`src/rtl/core/pppc_pkg.sv`:
```
`timescale 1ns / 1ps
// ----------------------------------------------------------------------------
// pppc_pkg: shared types and constants of the pixel plot cache
// register codes, configuration record and the emit command bundle
// ----------------------------------------------------------------------------
package pppc_pkg;

  localparam int unsigned SegW = 13;  // {y, x[7:3]}
  localparam int unsigned OffW = 19;

  typedef enum logic [2:0] {
    CFG_TRANSPARENT = 3'd0,
    CFG_DITHER      = 3'd1,
    CFG_FREEZE      = 3'd2,
    CFG_OBJECT      = 3'd3,
    CFG_MODE        = 3'd4,
    CFG_HEIGHT      = 3'd5,
    CFG_BASE        = 3'd6
  } cfg_idx_e;

  // request kinds
  localparam logic KIND_PLOT  = 1'b0;
  localparam logic KIND_FLUSH = 1'b1;

  localparam logic [1:0] MODE_2BPP  = 2'd0;
  localparam logic [1:0] MODE_8BPP  = 2'd3;
  localparam logic [1:0] LAYOUT_128 = 2'd0;
  localparam logic [1:0] LAYOUT_160 = 2'd1;
  localparam logic [1:0] LAYOUT_192 = 2'd2;
  localparam logic [1:0] LAYOUT_OBJ = 2'd3;

  localparam logic [7:0] FULL_MASK = 8'hff;

  typedef struct packed {
    logic       transparent_enable;
    logic       dither_enable;
    logic       freeze_high;
    logic       object_layout;
    logic [1:0] screen_mode;
    logic [1:0] screen_height;
    logic [7:0] screen_base;
  } cfg_t;

  typedef struct packed {
    logic start;     // latch entry and begin emitting
    logic is_final;  // its last byte ends the request
  } emit_cmd_t;

endpackage

```
`src/rtl/core/pppc_plane_unit.sv`:
```
`timescale 1ns / 1ps
// ----------------------------------------------------------------------------
// pppc_plane_unit: bitplane byte emitter
// turns one cached row segment into 2, 4 or 8 masked plane writes; unless the output stalls, one a cycle
// ----------------------------------------------------------------------------
module pppc_plane_unit import pppc_pkg::*; (
  input  logic                 clk_i,
  input  logic                 rst_ni,
  input  emit_cmd_t            cmd_i,
  input  logic [7:0][7:0]      pixels_i,
  input  logic [7:0]           pend_i,
  input  logic [SegW-1:0]      seg_i,
  input  cfg_t                 cfg_i,
  output logic                 busy_o,
  output logic                 out_valid_o,
  input  logic                 out_stall_i,
  output logic [OffW-1:0]      out_ram_offset_o,
  output logic [7:0]           out_byte_data_o,
  output logic [7:0]           out_bit_mask_o,
  output logic                 out_last_o
);

  typedef enum logic [1:0] {U_IDLE, U_ADDR, U_EMIT} state_e;

  state_e          state_q;
  logic [7:0][7:0] pix_q;
  logic [7:0]      pend_q;
  logic [SegW-1:0] seg_q;
  logic            final_q;
  logic [OffW-1:0] addr_q;
  logic [2:0]      n_q;
  logic            out_valid_q;
  logic [OffW-1:0] out_off_q;
  logic [7:0]      out_data_q;
  logic [7:0]      out_mask_q;
  logic            out_last_q;

  logic [1:0]      layout;
  logic [9:0]      cn;
  logic [OffW-1:0] cn_sh;
  logic [OffW-1:0] addr_d;
  logic [2:0]      n_last;
  logic [OffW-1:0] plane_off;
  logic [7:0]      plane_bits;
  logic            load;

  // tile number of the segment
  always_comb begin
    layout = cfg_i.object_layout ? LAYOUT_OBJ : cfg_i.screen_height;
    unique case (layout)
      LAYOUT_128: cn = {1'b0, seg_q[4:0], 4'b0} + {5'b0, seg_q[12:8]};
      LAYOUT_160: cn = {1'b0, seg_q[4:0], 4'b0} + {3'b0, seg_q[4:0], 2'b0}
                     + {5'b0, seg_q[12:8]};
      LAYOUT_192: cn = {1'b0, seg_q[4:0], 4'b0} + {2'b0, seg_q[4:0], 3'b0}
                     + {5'b0, seg_q[12:8]};
      default:    cn = {seg_q[12], seg_q[4], seg_q[11:8], seg_q[3:0]};
    endcase
  end

  always_comb begin
    unique case (cfg_i.screen_mode)
      MODE_2BPP: begin
        n_last = 3'd1;
        cn_sh  = {9'b0, cn} << 4;
      end
      MODE_8BPP: begin
        n_last = 3'd7;
        cn_sh  = {9'b0, cn} << 6;
      end
      default: begin
        n_last = 3'd3;
        cn_sh  = {9'b0, cn} << 5;
      end
    endcase
    addr_d    = cn_sh + {1'b0, cfg_i.screen_base, 10'b0} + {15'b0, seg_q[7:5], 1'b0};
    plane_off = {13'b0, n_q[2:1], 3'b0, n_q[0]};
    for (int p = 0; p < 8; p++) begin
      plane_bits[p] = pix_q[p][n_q];
    end
    load = (state_q == U_EMIT) && (!out_valid_q || !out_stall_i);
  end

  always_ff @(posedge clk_i or negedge rst_ni) begin
    if (!rst_ni) begin
      state_q     <= U_IDLE;
      pix_q       <= '0;
      pend_q      <= '0;
      seg_q       <= '0;
      final_q     <= 1'b0;
      addr_q      <= '0;
      n_q         <= '0;
      out_valid_q <= 1'b0;
      out_off_q   <= '0;
      out_data_q  <= '0;
      out_mask_q  <= '0;
      out_last_q  <= 1'b0;
    end else begin
      if (!out_stall_i && !load) begin
        out_valid_q <= 1'b0;
      end
      unique case (state_q)
        U_IDLE: begin
          if (cmd_i.start) begin
            pix_q   <= pixels_i;
            pend_q  <= pend_i;
            seg_q   <= seg_i;
            final_q <= cmd_i.is_final;
            n_q     <= '0;
            if (pend_i != 8'h00) begin
              state_q <= U_ADDR;
            end
          end
        end
        U_ADDR: begin
          addr_q  <= addr_d;
          state_q <= U_EMIT;
        end
        U_EMIT: begin
          if (load) begin
            out_valid_q <= 1'b1;
            out_off_q   <= addr_q + plane_off;
            out_data_q  <= plane_bits & pend_q;
            out_mask_q  <= pend_q;
            out_last_q  <= final_q && (n_q == n_last);
            n_q         <= n_q + 3'd1;
            if (n_q == n_last) begin
              state_q <= U_IDLE;
            end
          end
        end
        default: state_q <= U_IDLE;
      endcase
    end
  end

  assign busy_o           = (state_q != U_IDLE);
  assign out_valid_o      = out_valid_q;
  assign out_ram_offset_o = out_off_q;
  assign out_byte_data_o  = out_data_q;
  assign out_bit_mask_o   = out_mask_q;
  assign out_last_o       = out_last_q;

  a_work_has_pixels: assert property (@(posedge clk_i) disable iff (!rst_ni)
    (state_q != U_IDLE) |-> (pend_q != 8'h00))
    else $error("plane unit working on an empty entry");

  a_start_only_idle: assert property (@(posedge clk_i) disable iff (!rst_ni)
    cmd_i.start |-> (state_q == U_IDLE))
    else $error("emit started while plane unit busy");

endmodule

```
`src/rtl/core/planar_pixel_plot_cache.sv`:
```
`timescale 1ns / 1ps
// ----------------------------------------------------------------------------
// planar_pixel_plot_cache: pixel plotter with a two-entry row segment cache
// stores chunky pixels per 8-pixel segment and writes them out as bitplanes
// ----------------------------------------------------------------------------
//  channel | direction | handshake              | payload
//  --------+-----------+------------------------+----------------------------------
//  in      | input     | in_valid_i / in_stall_o | kind, x_coord, y_coord, color
//  out     | output    | out_valid_o/out_stall_i | ram_offset, byte_data, bit_mask, last
//  cfg     | input     | cfg_we_i                | cfg_index_i, cfg_data_i
//
//  a plot that hits the front segment and does not fill it is taken without a stall
//  an entry write-out covers 2, 4 or 8 planes: the plane unit latches the entry,
//  forms its address, then emits one masked byte per cycle unless the output
//  stalls; a flush writes out the back entry, then the front entry
//  the input stalls while a request is being worked on, the output register
//  lets the last byte wait while the next request is taken
//  reset empties both entries; pixel storage itself is not cleared
// ----------------------------------------------------------------------------
module planar_pixel_plot_cache import pppc_pkg::*; (
  input  logic            clk_i,
  input  logic            rst_ni,
  // configuration writes
  input  logic            cfg_we_i,
  input  logic [2:0]      cfg_index_i,
  input  logic [7:0]      cfg_data_i,
  // request channel
  input  logic            in_valid_i,
  output logic            in_stall_o,
  input  logic            in_kind_i,
  input  logic [7:0]      in_x_coord_i,
  input  logic [7:0]      in_y_coord_i,
  input  logic [7:0]      in_color_i,
  // ram write channel
  output logic            out_valid_o,
  input  logic            out_stall_i,
  output logic [OffW-1:0] out_ram_offset_o,
  output logic [7:0]      out_byte_data_o,
  output logic [7:0]      out_bit_mask_o,
  output logic            out_last_o
);

  typedef enum logic [1:0] {T_IDLE, T_FLUSH_FRONT, T_DRAIN} state_e;

  state_e          state_q, state_d;
  cfg_t            cfg_q;

  // front entry (0) and back entry (1)
  logic            front_valid_q, front_valid_d;
  logic [7:0]      front_pend_q, front_pend_d;
  logic [7:0]      back_pend_q, back_pend_d;
  logic [SegW-1:0] front_seg_q, front_seg_d;
  logic [SegW-1:0] back_seg_q, back_seg_d;
  logic [7:0][7:0] front_pix_q;
  logic [7:0][7:0] back_pix_q, back_pix_d;
  logic            pix_wr;
  logic            back_wr;

  logic            accept;
  logic            md8;
  logic            skip;
  logic [7:0]      col;
  logic [SegW-1:0] seg_in;
  logic [2:0]      pix_idx;
  logic [7:0]      pix_bit;
  logic            hit;
  logic [7:0]      new_pend;
  logic [7:0][7:0] front_pix_new;

  // emit path
  emit_cmd_t       cmd;
  logic            sel_front;
  logic            unit_busy;

  assign in_stall_o = (state_q != T_IDLE);
  assign accept     = in_valid_i && !in_stall_o;

  // plot decode: transparency, dither, segment and pixel slot
  always_comb begin
    md8  = (cfg_q.screen_mode == MODE_8BPP);
    skip = 1'b0;
    if (!cfg_q.transparent_enable) begin
      if (md8 && !cfg_q.freeze_high) begin
        skip = (in_color_i == 8'h00);
      end else begin
        skip = (in_color_i[3:0] == 4'h0);
      end
    end
    col = in_color_i;
    if (cfg_q.dither_enable && !md8) begin
      // checkerboard picks high nibble on odd parity
      col = (in_x_coord_i[0] ^ in_y_coord_i[0]) ? {4'h0, in_color_i[7:4]}
                                                : {4'h0, in_color_i[3:0]};
    end
    seg_in   = {in_y_coord_i, in_x_coord_i[7:3]};
    pix_idx  = ~in_x_coord_i[2:0];
    pix_bit  = 8'h01 << pix_idx;
    hit      = front_valid_q && (seg_in == front_seg_q);
    new_pend = front_pend_q | pix_bit;
    front_pix_new          = front_pix_q;
    front_pix_new[pix_idx] = col;
  end

  // request sequencer
  always_comb begin
    state_d       = state_q;
    front_valid_d = front_valid_q;
    front_pend_d  = front_pend_q;
    back_pend_d   = back_pend_q;
    front_seg_d   = front_seg_q;
    back_seg_d    = back_seg_q;
    back_pix_d    = back_pix_q;
    back_wr       = 1'b0;
    pix_wr        = 1'b0;
    cmd           = '0;
    sel_front     = 1'b0;
    unique case (state_q)
      T_IDLE: begin
        if (accept) begin
          if (in_kind_i == KIND_FLUSH) begin
            // flush: back entry first, front entry next
            cmd.start    = 1'b1;
            cmd.is_final = (front_pend_q == 8'h00);
            back_pend_d  = 8'h00;
            state_d      = T_FLUSH_FRONT;
          end else if (!skip) begin
            pix_wr = 1'b1;
            if (!hit) begin
              // new segment: write out back, front moves back, start fresh
              cmd.start     = 1'b1;
              cmd.is_final  = 1'b1;
              back_wr       = 1'b1;
              back_pix_d    = front_pix_q;
              back_seg_d    = front_seg_q;
              back_pend_d   = front_pend_q;
              front_seg_d   = seg_in;
              front_valid_d = 1'b1;
              front_pend_d  = pix_bit;
              state_d       = T_DRAIN;
            end else if (new_pend == FULL_MASK) begin
              // full front: write out back, full front moves back
              cmd.start    = 1'b1;
              cmd.is_final = 1'b1;
              back_wr      = 1'b1;
              back_pix_d   = front_pix_new;
              back_seg_d   = front_seg_q;
              back_pend_d  = FULL_MASK;
              front_pend_d = 8'h00;
              state_d      = T_DRAIN;
            end else begin
              front_pend_d = new_pend;
            end
          end
        end
      end
      T_FLUSH_FRONT: begin
        if (!unit_busy) begin
          cmd.start    = 1'b1;
          cmd.is_final = 1'b1;
          sel_front    = 1'b1;
          front_pend_d = 8'h00;
          state_d      = T_DRAIN;
        end
      end
      T_DRAIN: begin
        if (!unit_busy) begin
          state_d = T_IDLE;
        end
      end
      default: state_d = T_IDLE;
    endcase
  end

  always_ff @(posedge clk_i or negedge rst_ni) begin
    if (!rst_ni) begin
      state_q       <= T_IDLE;
      cfg_q         <= '0;
      front_valid_q <= 1'b0;
      front_pend_q  <= 8'h00;
      back_pend_q   <= 8'h00;
    end else begin
      state_q       <= state_d;
      front_valid_q <= front_valid_d;
      front_pend_q  <= front_pend_d;
      back_pend_q   <= back_pend_d;
      if (cfg_we_i) begin
        unique case (cfg_index_i)
          CFG_TRANSPARENT: cfg_q.transparent_enable <= cfg_data_i[0];
          CFG_DITHER:      cfg_q.dither_enable      <= cfg_data_i[0];
          CFG_FREEZE:      cfg_q.freeze_high        <= cfg_data_i[0];
          CFG_OBJECT:      cfg_q.object_layout      <= cfg_data_i[0];
          CFG_MODE:        cfg_q.screen_mode        <= cfg_data_i[1:0];
          CFG_HEIGHT:      cfg_q.screen_height      <= cfg_data_i[1:0];
          CFG_BASE:        cfg_q.screen_base        <= cfg_data_i;
          default: ;
        endcase
      end
    end
  end

  // segment numbers and pixels only matter while pending bits are set
  always_ff @(posedge clk_i) begin
    front_seg_q <= front_seg_d;
    back_seg_q  <= back_seg_d;
    if (pix_wr) begin
      front_pix_q[pix_idx] <= col;
    end
    if (back_wr) begin
      back_pix_q <= back_pix_d;
    end
  end

  pppc_plane_unit u_plane (
    .clk_i            (clk_i),
    .rst_ni           (rst_ni),
    .cmd_i            (cmd),
    .pixels_i         (sel_front ? front_pix_q : back_pix_q),
    .pend_i           (sel_front ? front_pend_q : back_pend_q),
    .seg_i            (sel_front ? front_seg_q : back_seg_q),
    .cfg_i            (cfg_q),
    .busy_o           (unit_busy),
    .out_valid_o      (out_valid_o),
    .out_stall_i      (out_stall_i),
    .out_ram_offset_o (out_ram_offset_o),
    .out_byte_data_o  (out_byte_data_o),
    .out_bit_mask_o   (out_bit_mask_o),
    .out_last_o       (out_last_o)
  );

  a_idle_unit_free: assert property (@(posedge clk_i) disable iff (!rst_ni)
    (state_q == T_IDLE) |-> !unit_busy)
    else $error("request accepted while plane unit still busy");

  a_front_never_full: assert property (@(posedge clk_i) disable iff (!rst_ni)
    (state_q == T_IDLE) |-> (front_pend_q != FULL_MASK))
    else $error("full front entry left in cache");

  a_pend_has_segment: assert property (@(posedge clk_i) disable iff (!rst_ni)
    (front_pend_q != 8'h00) |-> front_valid_q)
    else $error("front pixels pending without a segment");

  a_flush_order: assert property (@(posedge clk_i) disable iff (!rst_ni)
    (accept && (in_kind_i == KIND_FLUSH)) |=> (state_q == T_FLUSH_FRONT))
    else $error("flush did not go on to the front entry");

endmodule
```
`config.mk`:
```
export PLATFORM = sky130hd
export DESIGN_NAME = planar_pixel_plot_cache
export DESIGN_NICKNAME = d
export VERILOG_FILES = /design/src/rtl/core/pppc_pkg.sv /design/src/rtl/core/pppc_plane_unit.sv /design/src/rtl/core/planar_pixel_plot_cache.sv
export SDC_FILE = /design/constraint.sdc
export NUM_CORES = 1
export LEC_CHECK = 0
export BUFFER_PORTS_ARGS = -buffer_cell sky130_fd_sc_hd__buf_2
export CAP_MARGIN = 40
export CORE_ASPECT_RATIO = 1.2
export CORE_MARGIN = 4
export CORE_UTILIZATION = 25
export DETAILED_ROUTE_END_ITERATION = 10
export PLACE_DENSITY_LB_ADDON = 0.12
export RECOVER_POWER = 50
export SYNTH_ARGS = -nofsm -noshare
export SYNTH_HDL_FRONTEND = slang
export SYNTH_SLANG_ARGS = --single-unit
export TNS_END_PERCENT = 20
```
`constraint.sdc`:
```
create_clock -name clk_i -period 10.1 [get_ports clk_i]
set_input_delay 2.525 -clock clk_i [delete_from_list [all_inputs] [get_ports clk_i]]
set_output_delay 2.525 -clock clk_i [all_outputs]
set_load 0.005 [all_outputs]
```
==> impl_metrics.yaml, run 1 <==
detailed_routing:
  wl_per_cell_um: 19.65
  drt_iter0_drc: 540
  routed_wl_um: 45380
  remaining_drc_errors: 0
  num_vias: 10780
  ant_nets: 0
  firstDrtPassIters: 5
  viasPerCell: 4.669
synthesis:
  synth-seq-area-share_pct: 57.73
  synth-edff-count: 154
  synth.net_count: 1477
  synth-seq-cells: 335
  netlist_area_um2: 15860
  synth_cells: 1399
  async_flop_share_pct: 54.03
  yosysWarnings: 0
  synth.avg_cell_area_um2: 11.33
  synthDistinctLibCells: 64
  synth_ff_type: "dfrtp_1"
setup_path:
  slowest_stage: "clkbuf_1"
  cp.arrival_ns: 6.92
  slowest_delay_ns: 3.21
  r2r_slack_ns: 5.51
  cp_max_fo: 79
  criticalPathCategory: "primary input to asynchronous set/reset pin"
  cp-start-kind: "primary input"
  path_delay_family: "buffers and inverters"
  cp.required_ns: 10.69
  cp_num_buf_inv: 2
  end_kind: "asynchronous set/reset pin"
  worstPathCellList: "clkbuf_1, buf_4"
timing:
  min_period_ns: 6.326
  rsz0062_at_grt: "no"
  whs_ns: 0.4736
  slew-limit-headroom_pct: -212.2
  final_max_slew_viol_count: 117
  fin_skew_ns: 0.02310
  tightest_slew_ns: 4.683
  hold_viol_final: 0
  clock.fmax_mhz: 158.1
  totalNegativeSetupSlack_ns: 0
  setup-violations-final: 0
  min_period_over_period_pct: 62.64
  worst_slack_ns: 3.774
die:
  chipHeight_um: 283.9
  initial_core_util_pct: 25.39
  dieArea_um2: 67530
  die_x_um: 237.9
  io-pin-count: 79
  core_um2: 62430
  std_cell_rows: 100
pwr:
  p_per_area_nw_per_um2: 298.1
  ir_worst_vdd_mv: 0.1060
  p_leak_nw: 7.057
status:
  violations: "capacitance limit, slew limit"
  status: "complete, but fails checks"
grt:
  grt_max_degree: 80
  grtUsageMet1_pct: 17.68
  antenna_found_initial: 1
  grt_pass1_wl_um: 69890
  grtUsageTotal_pct: 13.35
  use_met2_pct: 22.72
  gr-usage-met3_pct: 2.488
  grt-ovfl-total: 0
  first_global_vias: 10910
  busiest_layer: "met2"
clock_tree:
  clock-root-buffer: "clkbuf_16"
  h-tree-depth: 2
  cts_buffer_depth: 3
  clkLatencyLatePin_ns: 0.58
  post_cts_buffers: 0
  cts.clk_slew.worst_paths_ns: 0.06
  cts_tree: "done"
  cts_sinks: 335
  cts_resized: 0
  cts_made_buffers: 39
  ctsHoldBuffers: 0
placement:
  gp_congestion: 0.7318
  placedCellCount: 2237
  dpl_cell_area_um2: 17180
  place_ws_ns: 3.703
  dp_hpwl_um: 29130
  io_buffers: 78
cells_and_area:
  area_growth_pct: 15.59
  layout.cells.non_filler: 2309
  antennaDiodeCount: 0
  drive_gt1_share_pct: 10.18
  final_common_cell: "nand2_1"
  stdcell_area_um2: 18330
  final_cell_mix: "nand2_1 (295), dfrtp_1 (181), edfxtp_1 (154), o21ai_0 (141), o21a_1 (82)"
  final_nets: 1540
worst_hold_path:
  hold_path.class: "flop to flop"
flow_run:
  cap_viol_max_count: 2
[kinds of logic (layout without fill, tap and decap cells)]
| family | after synthesis | count (layout) | synth area share, % |
|---|---|---|---|
| flops | 335 | 335 | 57.73 |
| xor+xnor | 41 | 41 | 2.265 |
| compound gates | 401 | 401 | 17.26 |
| simple gates | 408 | 408 | 11.10 |
| buf+inv | 110 | 204 | 2.659 |
| fa+ha+maj | 37 | 37 | 3.204 |
| mux | 67 | 67 | 5.784 |
[Yosys cell counts, types with 3 or more instances]
| master | count | area share, % |
|---|---|---|
| nand4_1 | 3 | 0.12 |
| nand3_1 | 13 | 0.41 |
| nor3_1 | 4 | 0.13 |
| and2_1 | 4 | 0.16 |
| nor2b_1 | 4 | 0.16 |
| mux2_1 | 6 | 0.43 |
| nor3b_1 | 6 | 0.28 |
| o31ai_1 | 4 | 0.19 |
| nor4_1 | 6 | 0.24 |
| o2bb2ai_1 | 8 | 0.44 |
| o21bai_1 | 3 | 0.14 |
| fa_1 | 6 | 0.76 |
| o21a_1 | 82 | 3.9 |
| ha_1 | 31 | 2.4 |
| o211ai_1 | 3 | 0.14 |
| mux2i_1 | 14 | 0.88 |
| a32o_1 | 3 | 0.19 |
| or4_1 | 3 | 0.14 |
| nand2_1 | 295 | 7.0 |
| nand2b_1 | 10 | 0.39 |
| mux4_2 | 16 | 2.3 |
| a22o_1 | 7 | 0.39 |
| clkbuf_1 | 74 | 1.8 |
| dfrtp_1 | 181 | 29 |
| o21ai_0 | 141 | 4.5 |
| o22ai_1 | 3 | 0.12 |
| edfxtp_1 | 154 | 29 |
| xor2_1 | 14 | 0.77 |
| or2_2 | 4 | 0.16 |
| a211oi_1 | 4 | 0.19 |
| a21oi_1 | 31 | 0.98 |
| a21o_1 | 7 | 0.33 |
| xnor2_1 | 27 | 1.5 |
| a22oi_1 | 5 | 0.24 |
| nor2_1 | 34 | 0.80 |
| and3_1 | 6 | 0.24 |
| a221oi_1 | 4 | 0.22 |
| o22a_1 | 79 | 4.4 |
| nand3b_1 | 8 | 0.38 |
| mux2_2 | 31 | 2.2 |
| inv_1 | 33 | 0.78 |
[where the power goes]
part | internal (mW) | switching [mW] | leakage, nW
combinational | 0.830 | 1.10 | 2.85
sequential | 1.83 | 0.276 | 3.60
clock | 0.826 | 0.595 | 0.602
total | 3.49 | 1.97 | 7.06
[metrics by stage]
step | util (%) | total power, mW
after global placement | 27.49 | 4.105
after CTS | 29.52 | 5.600
after detailed placement | 27.52 | 4.141
after floorplan | - | 3.440
final | 29.35 | 5.462
after global routing | 29.35 | 5.872
[state kept, by name, summed over array words and instances (netlist names), 8 cells and up]
register                  flops
back_pend_q                   8
cfg_q                        16
u_plane.out_byte_data_o       8
front_seg_q                  13
back_pix_q                   64
u_plane.addr_q               18
front_pix_q                  64
u_plane.pend_q                8
u_plane.out_ram_offset_o     19
u_plane.out_bit_mask_o        8
u_plane.pix_q                64
front_pend_q                  8
back_seg_q                   13
u_plane.seg_q                13
[final timing paths]
kind / depth (start not counted) / end / start
setup reg to reg: 19 / u_plane.addr_q[16] / u_plane.seg_q[2]
hold / removal: 2 / u_plane.out_ram_offset_o[18] / u_plane.out_ram_offset_o[18]
min in group asynchronous: 1 / cfg_q[8] / rst_ni
max in group clk_i: 7 / back_pix_q[35] / in_color_i[7]
hold reg to reg: 2 / u_plane.out_ram_offset_o[18] / u_plane.out_ram_offset_o[18]
setup / recovery: 2 / u_plane.out_bit_mask_o[5] / rst_ni
[layer usage]
metal	up-vias	share of wire, %	wire [um]
li1	5216	-	-
met1	5353	45	20560
met2	158	49	22350
met3	51	3.6	1615
met4	2	1.9	843
met5	-	0.029	13
[final cells by class]
class / instances / area [um^2]
clock inverters: 11 / 163.9
inverters: 33 / 123.9
clock buffers: 61 / 1089
well taps: 816 / 1021
multi-input cells: 954 / 6310
flip-flops and latches: 335 / 9154
fillers: 6446 / 44110
repair buffers: 99 / 465.4
(Power assumes the default switching activity.)
==> inputs of run 2 (changes only) <==
clock period = 6 ns   (was 10.1 ns; I/O delays follow)
==> impl_metrics.yaml, run 2 (synthesis gave the netlist of run 1 again) <==
detailed_routing:
  wl_per_cell_um: 19.98
  num_vias: 10929
  highest_layer: "met5"
  dr_wl_met2_um: 23110
  firstDrtPassIters: 5
  routed_wl_um: 46200
  routed-wl-met3_um: 1501
  drt_iter0_drc: 574
  viasPerCell: 4.727
  wl_met1_um: 20780
  remaining_drc_errors: 0
  ant_nets: 0
setup_path:
  end_kind: "flop"
  cp.required_ns: 6.17
  slowest_delay_ns: 1.92
  worstReg2RegStart: "cfg_q[10]"
  slowest_stage: "clkbuf_1"
  r2r_slack_ns: 1.25
  worstPathCellList: "buf_2, nor4_1, o311ai_1, buf_2, and3b_2, clkbuf_1, and2_1"
  cp.arrival_ns: 5.01
  reg2reg_depth: 7
  criticalPathCategory: "primary input to flop"
  cp_common_cell: "buf_2"
  cp-start-kind: "primary input"
  r2r_end: "front_seg_q[12]"
  cp_max_fo: 40
clock_tree:
  cts_resized: 0
  clkLatencyLatePin_ns: 0.55
  h-tree-depth: 2
  cts_buffer_depth: 3
  clock-root-buffer: "clkbuf_16"
  post_cts_buffers: 0
  cts_sinks: 335
  cts_tree: "done"
  cts_made_buffers: 39
  cts.clk_slew.worst_paths_ns: 0.06
  ctsHoldBuffers: 0
cells_and_area:
  reg_top3: "back_pix_q x64, front_pix_q x64, u_plane.pix_q x64"
  area_growth_pct: 16.26
  num-fill-cells: 6420
  final_nets: 1543
  drive_gt1_share_pct: 11.04
  final_common_cell: "nand2_1"
  stdcell_area_um2: 18430
  final_cell_mix: "nand2_1 (295), dfrtp_1 (181), edfxtp_1 (154), o21ai_0 (141), o21a_1 (82)"
timing:
  rsz0062_at_grt: "no"
  setup-violations-final: 0
  min_period_ns: 4.831
  totalNegativeSetupSlack_ns: 0
  min_period_over_period_pct: 80.52
  final_max_slew_viol_count: 188
  tightest_slew_ns: 2.715
  clock.fmax_mhz: 207.0
  slew-limit-headroom_pct: -80.97
  whs_ns: 0.4691
  fin_skew_ns: 0.01548
  hold_viol_final: 0
flow_run:
  cap_viol_max_count: 3
pwr:
  p_per_area_nw_per_um2: 504.9
  power_mw: 9.306
  p_leak_nw: 7.131
  ir_worst_vdd_mv: 0.1695
status:
  status: "complete, but fails checks"
  violations: "capacitance limit, slew limit"
grt:
  first_global_vias: 11409
  grt-ovfl-total: 0
  grt_pass1_wl_um: 72020
  grt_max_degree: 102
  antenna_found_initial: 2
  grtUsageTotal_pct: 13.57
placement:
  gp_congestion: 0.7425
  io_buffers: 78
  dp_hpwl_um: 29550
  dpl_cell_area_um2: 17250
die:
  chipHeight_um: 283.9
  dieArea_um2: 67530
  die_x_um: 237.9
  core_um2: 62430
  std_cell_rows: 100
  initial_core_util_pct: 25.39
  io-pin-count: 79
worst_hold_path:
  worstHoldStart: "u_plane.addr_q[1]"
  hold_depth: 2
  hold_path.class: "flop to flop"
  holdPathEnd: "u_plane.out_ram_offset_o[1]"
run 2: worst max-delay path by stage:
stage | cells past startpoint | to | slack [ns] | startpoint
detailed placement | 18 | u_plane.addr_q[16] | 1.50 | u_plane.seg_q[1]
finish | 7 | front_seg_q[12] | 1.17 | in_color_i[7]
floorplan | 6 | back_pix_q[0] | 0.24 | in_color_i[5]
CTS | 19 | u_plane.addr_q[16] | 1.49 | u_plane.seg_q[0]
global route | 7 | front_seg_q[4] | 0.91 | cfg_q[11]
global placement | 9 | u_plane.pend_q[4] | 1.51 | in_x_coord_i[1]
run 2: routing by layer:
layer / GRT usage, % / vias to the layer above
met5: 0 / -
met3: 2.323 / 57
met4: 3.037 / 2
met2: 23.77 / 147
li1: - / 5210
met1: 17.53 / 5513
run 2: cell type report:
cell class / instances / area (um^2) / share of cell area [%]
sequential: 335 / 9154 / 49.66
multi-input combinational: 954 / 6310 / 34.23
clock buffer: 64 / 1244 / 6.747
tap: 816 / 1021 / 5.539
timing repair buffer: 102 / 518.0 / 2.810
inverter: 33 / 123.9 / 0.6720
clock inverter: 7 / 60.06 / 0.3258
antenna: 1 / 2.502 / 0.01358
run 2: critical path: cells and delay by family:
kind / cells / cell delay, ns
compound gates: 1 / 0.26
buf+inv: 3 / 2.24
simple gates: 3 / 0.98
run 2: per-stage QoR:
step / util [%] / setup slack, ns / std cells
detailed placement: 27.62 / 1.505 / 2240
floorplan: - / 0.2396 / 1399
global route: 29.52 / 0.9089 / 2311
finish: 29.52 / 1.169 / 2312
CTS: 29.71 / 1.487 / 2311
global placement: 27.54 / 1.505 / 2237
run 2: power breakdown:
part / total [mW] / internal [mW] / switching [mW]
logic: 3.29 / 1.42 / 1.87
clock network: 2.44 / 1.46 / 0.980
registers: 3.58 / 3.09 / 0.496
==> inputs of run 3 (changes only) <==
clock period = 4.5 ns   (was 6 ns; I/O delays follow)
==> impl_metrics.yaml, run 3 (synthesis gave the netlist of run 1 again) <==
cells_and_area:
  final_nets: 1557
  final_common_cell: "nand2_1"
  num-fill-cells: 6435
  final_cell_mix: "nand2_1 (295), dfrtp_1 (178), edfxtp_1 (154), o21ai_0 (141), o21a_1 (82)"
  drive_gt1_share_pct: 11.93
  reg_top3: "back_pix_q x64, front_pix_q x64, u_plane.pix_q x64"
  stdcell_area_um2: 18510
  area_growth_pct: 16.75
  utilization_pct: 29.65
clock_tree:
  ctsHoldBuffers: 0
  cts_buffer_depth: 3
  clkLatencyLatePin_ns: 0.56
  clock-root-buffer: "clkbuf_16"
  cts.clk_slew.worst_paths_ns: 0.05
  cts_made_buffers: 40
  cts_sinks: 335
  h-tree-depth: 2
  cts_tree: "done"
detailed_routing:
  remaining_drc_errors: 0
  drt_iter0_drc: 577
  viasPerCell: 4.713
  num_vias: 10968
  routed_wl_um: 46100
  wl_per_cell_um: 19.81
  ant_nets: 0
  firstDrtPassIters: 4
setup_path:
  worstSetupEndpoint: "u_plane.addr_q[17]"
  r2r_slack_ns: 0.32
  cp-start-kind: "flop"
  end_kind: "flop"
  worstReg2RegStart: "u_plane.seg_q[0]"
  cp.arrival_ns: 4.61
  cp_max_fo: 6
  r2r_end: "u_plane.addr_q[17]"
  criticalPathCategory: "flop to flop"
  worstSetupStartpoint: "u_plane.seg_q[0]"
  reg2reg_depth: 18
  cp.required_ns: 4.93
timing:
  hold_viol_final: 0
  final_max_slew_viol_count: 149
  totalNegativeSetupSlack_ns: 0
  worst_slack_ns: 0.3240
  setup-violations-final: 0
  min_period_over_period_pct: 92.80
  whs_ns: 0.4656
  min_period_ns: 4.176
  slew-limit-headroom_pct: -55.59
  fin_skew_ns: 0.02098
  rsz0062_at_grt: "no"
  tightest_slew_ns: 2.334
  clock.fmax_mhz: 239.5
placement:
  io_buffers: 78
  dp_hpwl_um: 29200
  gp_congestion: 0.7483
  dpl_cell_area_um2: 17370
  place_ws_ns: 0.06803
grt:
  first_global_vias: 11238
  grt-ovfl-total: 0
  grt_pass1_wl_um: 71250
  antenna_found_initial: 2
  grt_max_degree: 83
  grtUsageTotal_pct: 13.57
die:
  dieArea_um2: 67530
  initial_core_util_pct: 25.39
  chipHeight_um: 283.9
  io-pin-count: 79
  core_um2: 62430
  std_cell_rows: 100
  die_x_um: 237.9
worst_hold_path:
  hold_path.class: "flop to flop"
  worstHoldStart: "u_plane.addr_q[2]"
status:
  status: "complete, but fails checks"
  violations: "capacitance limit, slew limit"
pwr:
  ir_worst_vdd_mv: 0.3323
  p_per_area_nw_per_um2: 663.9
  p_leak_nw: 7.141
flow_run:
  cap_viol_max_count: 3
[run 3: area by class of cell]
cell class / count / area, um^2 / area share, %
Clock buffer: 65 / 1145 / 6.185
Tap cell: 816 / 1021 / 5.516
Clock inverter: 7 / 53.80 / 0.2907
Antenna cell: 2 / 5.005 / 0.02704
Inverter: 33 / 127.6 / 0.6895
Timing Repair Buffer: 115 / 669.4 / 3.616
Sequential cell: 335 / 9158 / 49.47
Multi-Input combinational cell: 954 / 6331 / 34.20
[run 3: worst min-delay path by stage]
stage	to	slack, ns	cells after the start
global route	u_plane.pix_q[16]	0.49	1
finish	u_plane.out_ram_offset_o[2]	0.47	2
detailed placement	u_plane.out_ram_offset_o[2]	0.45	2
CTS	u_plane.out_ram_offset_o[2]	0.47	2
global placement	u_plane.out_ram_offset_o[2]	0.46	2
floorplan	u_plane.out_ram_offset_o[1]	0.43	2
[run 3: repair_timing]
action | CTS | global route
buffers inserted | 0 | 3
endpoints found under the hold margin | 0 | 0
gates resized for setup | 0 | 8
setup endpoints to repair | 0 | 4
[run 3: per-layer routing]
metal,track usage (%),routed length (um),up-vias,share of wire (%)
met1,17.35,20450,5476,44
li1,-,-,5255,-
met5,0,0,-,0
met2,23.82,23010,180,50
met4,3.081,831,0,1.8
met3,2.517,1813,57,3.9
[run 3: critical path, stage by stage, from the launching register on]
cell and delay (ns):
dfrtp_2 0.44, fa_1 0.54, ha_1 0.17, inv_1 0.06, fa_2 0.35, nand2b_1 0.16
a21oi_2 0.14, xnor2_1 0.13, a21oi_1 0.10, o31ai_1 0.26, o311ai_2 0.16, a221o_1 0.35
ha_1 0.32, a21oi_1 0.23, o21bai_1 0.09, a21oi_1 0.23, nor2b_1 0.09, mux2i_1 0.14
nand2_1 0.06
[run 3: metrics by stage]
step                std cells  total power [mW]
CTS                      2322             12.53
detailed placement       2250             9.374
global route             2325             13.21
floorplan                1399             7.718
global placement         2247             9.310
finish                   2327             12.29
[run 3: power by group]
| part | internal, mW | total, mW | switching, mW |
|---|---|---|---|
| Sequential | 4.12 | 4.73 | 0.612 |
| Combinational | 1.99 | 4.52 | 2.53 |
| Clock | 1.74 | 3.04 | 1.30 |
| Total | 7.85 | 12.3 | 4.44 |
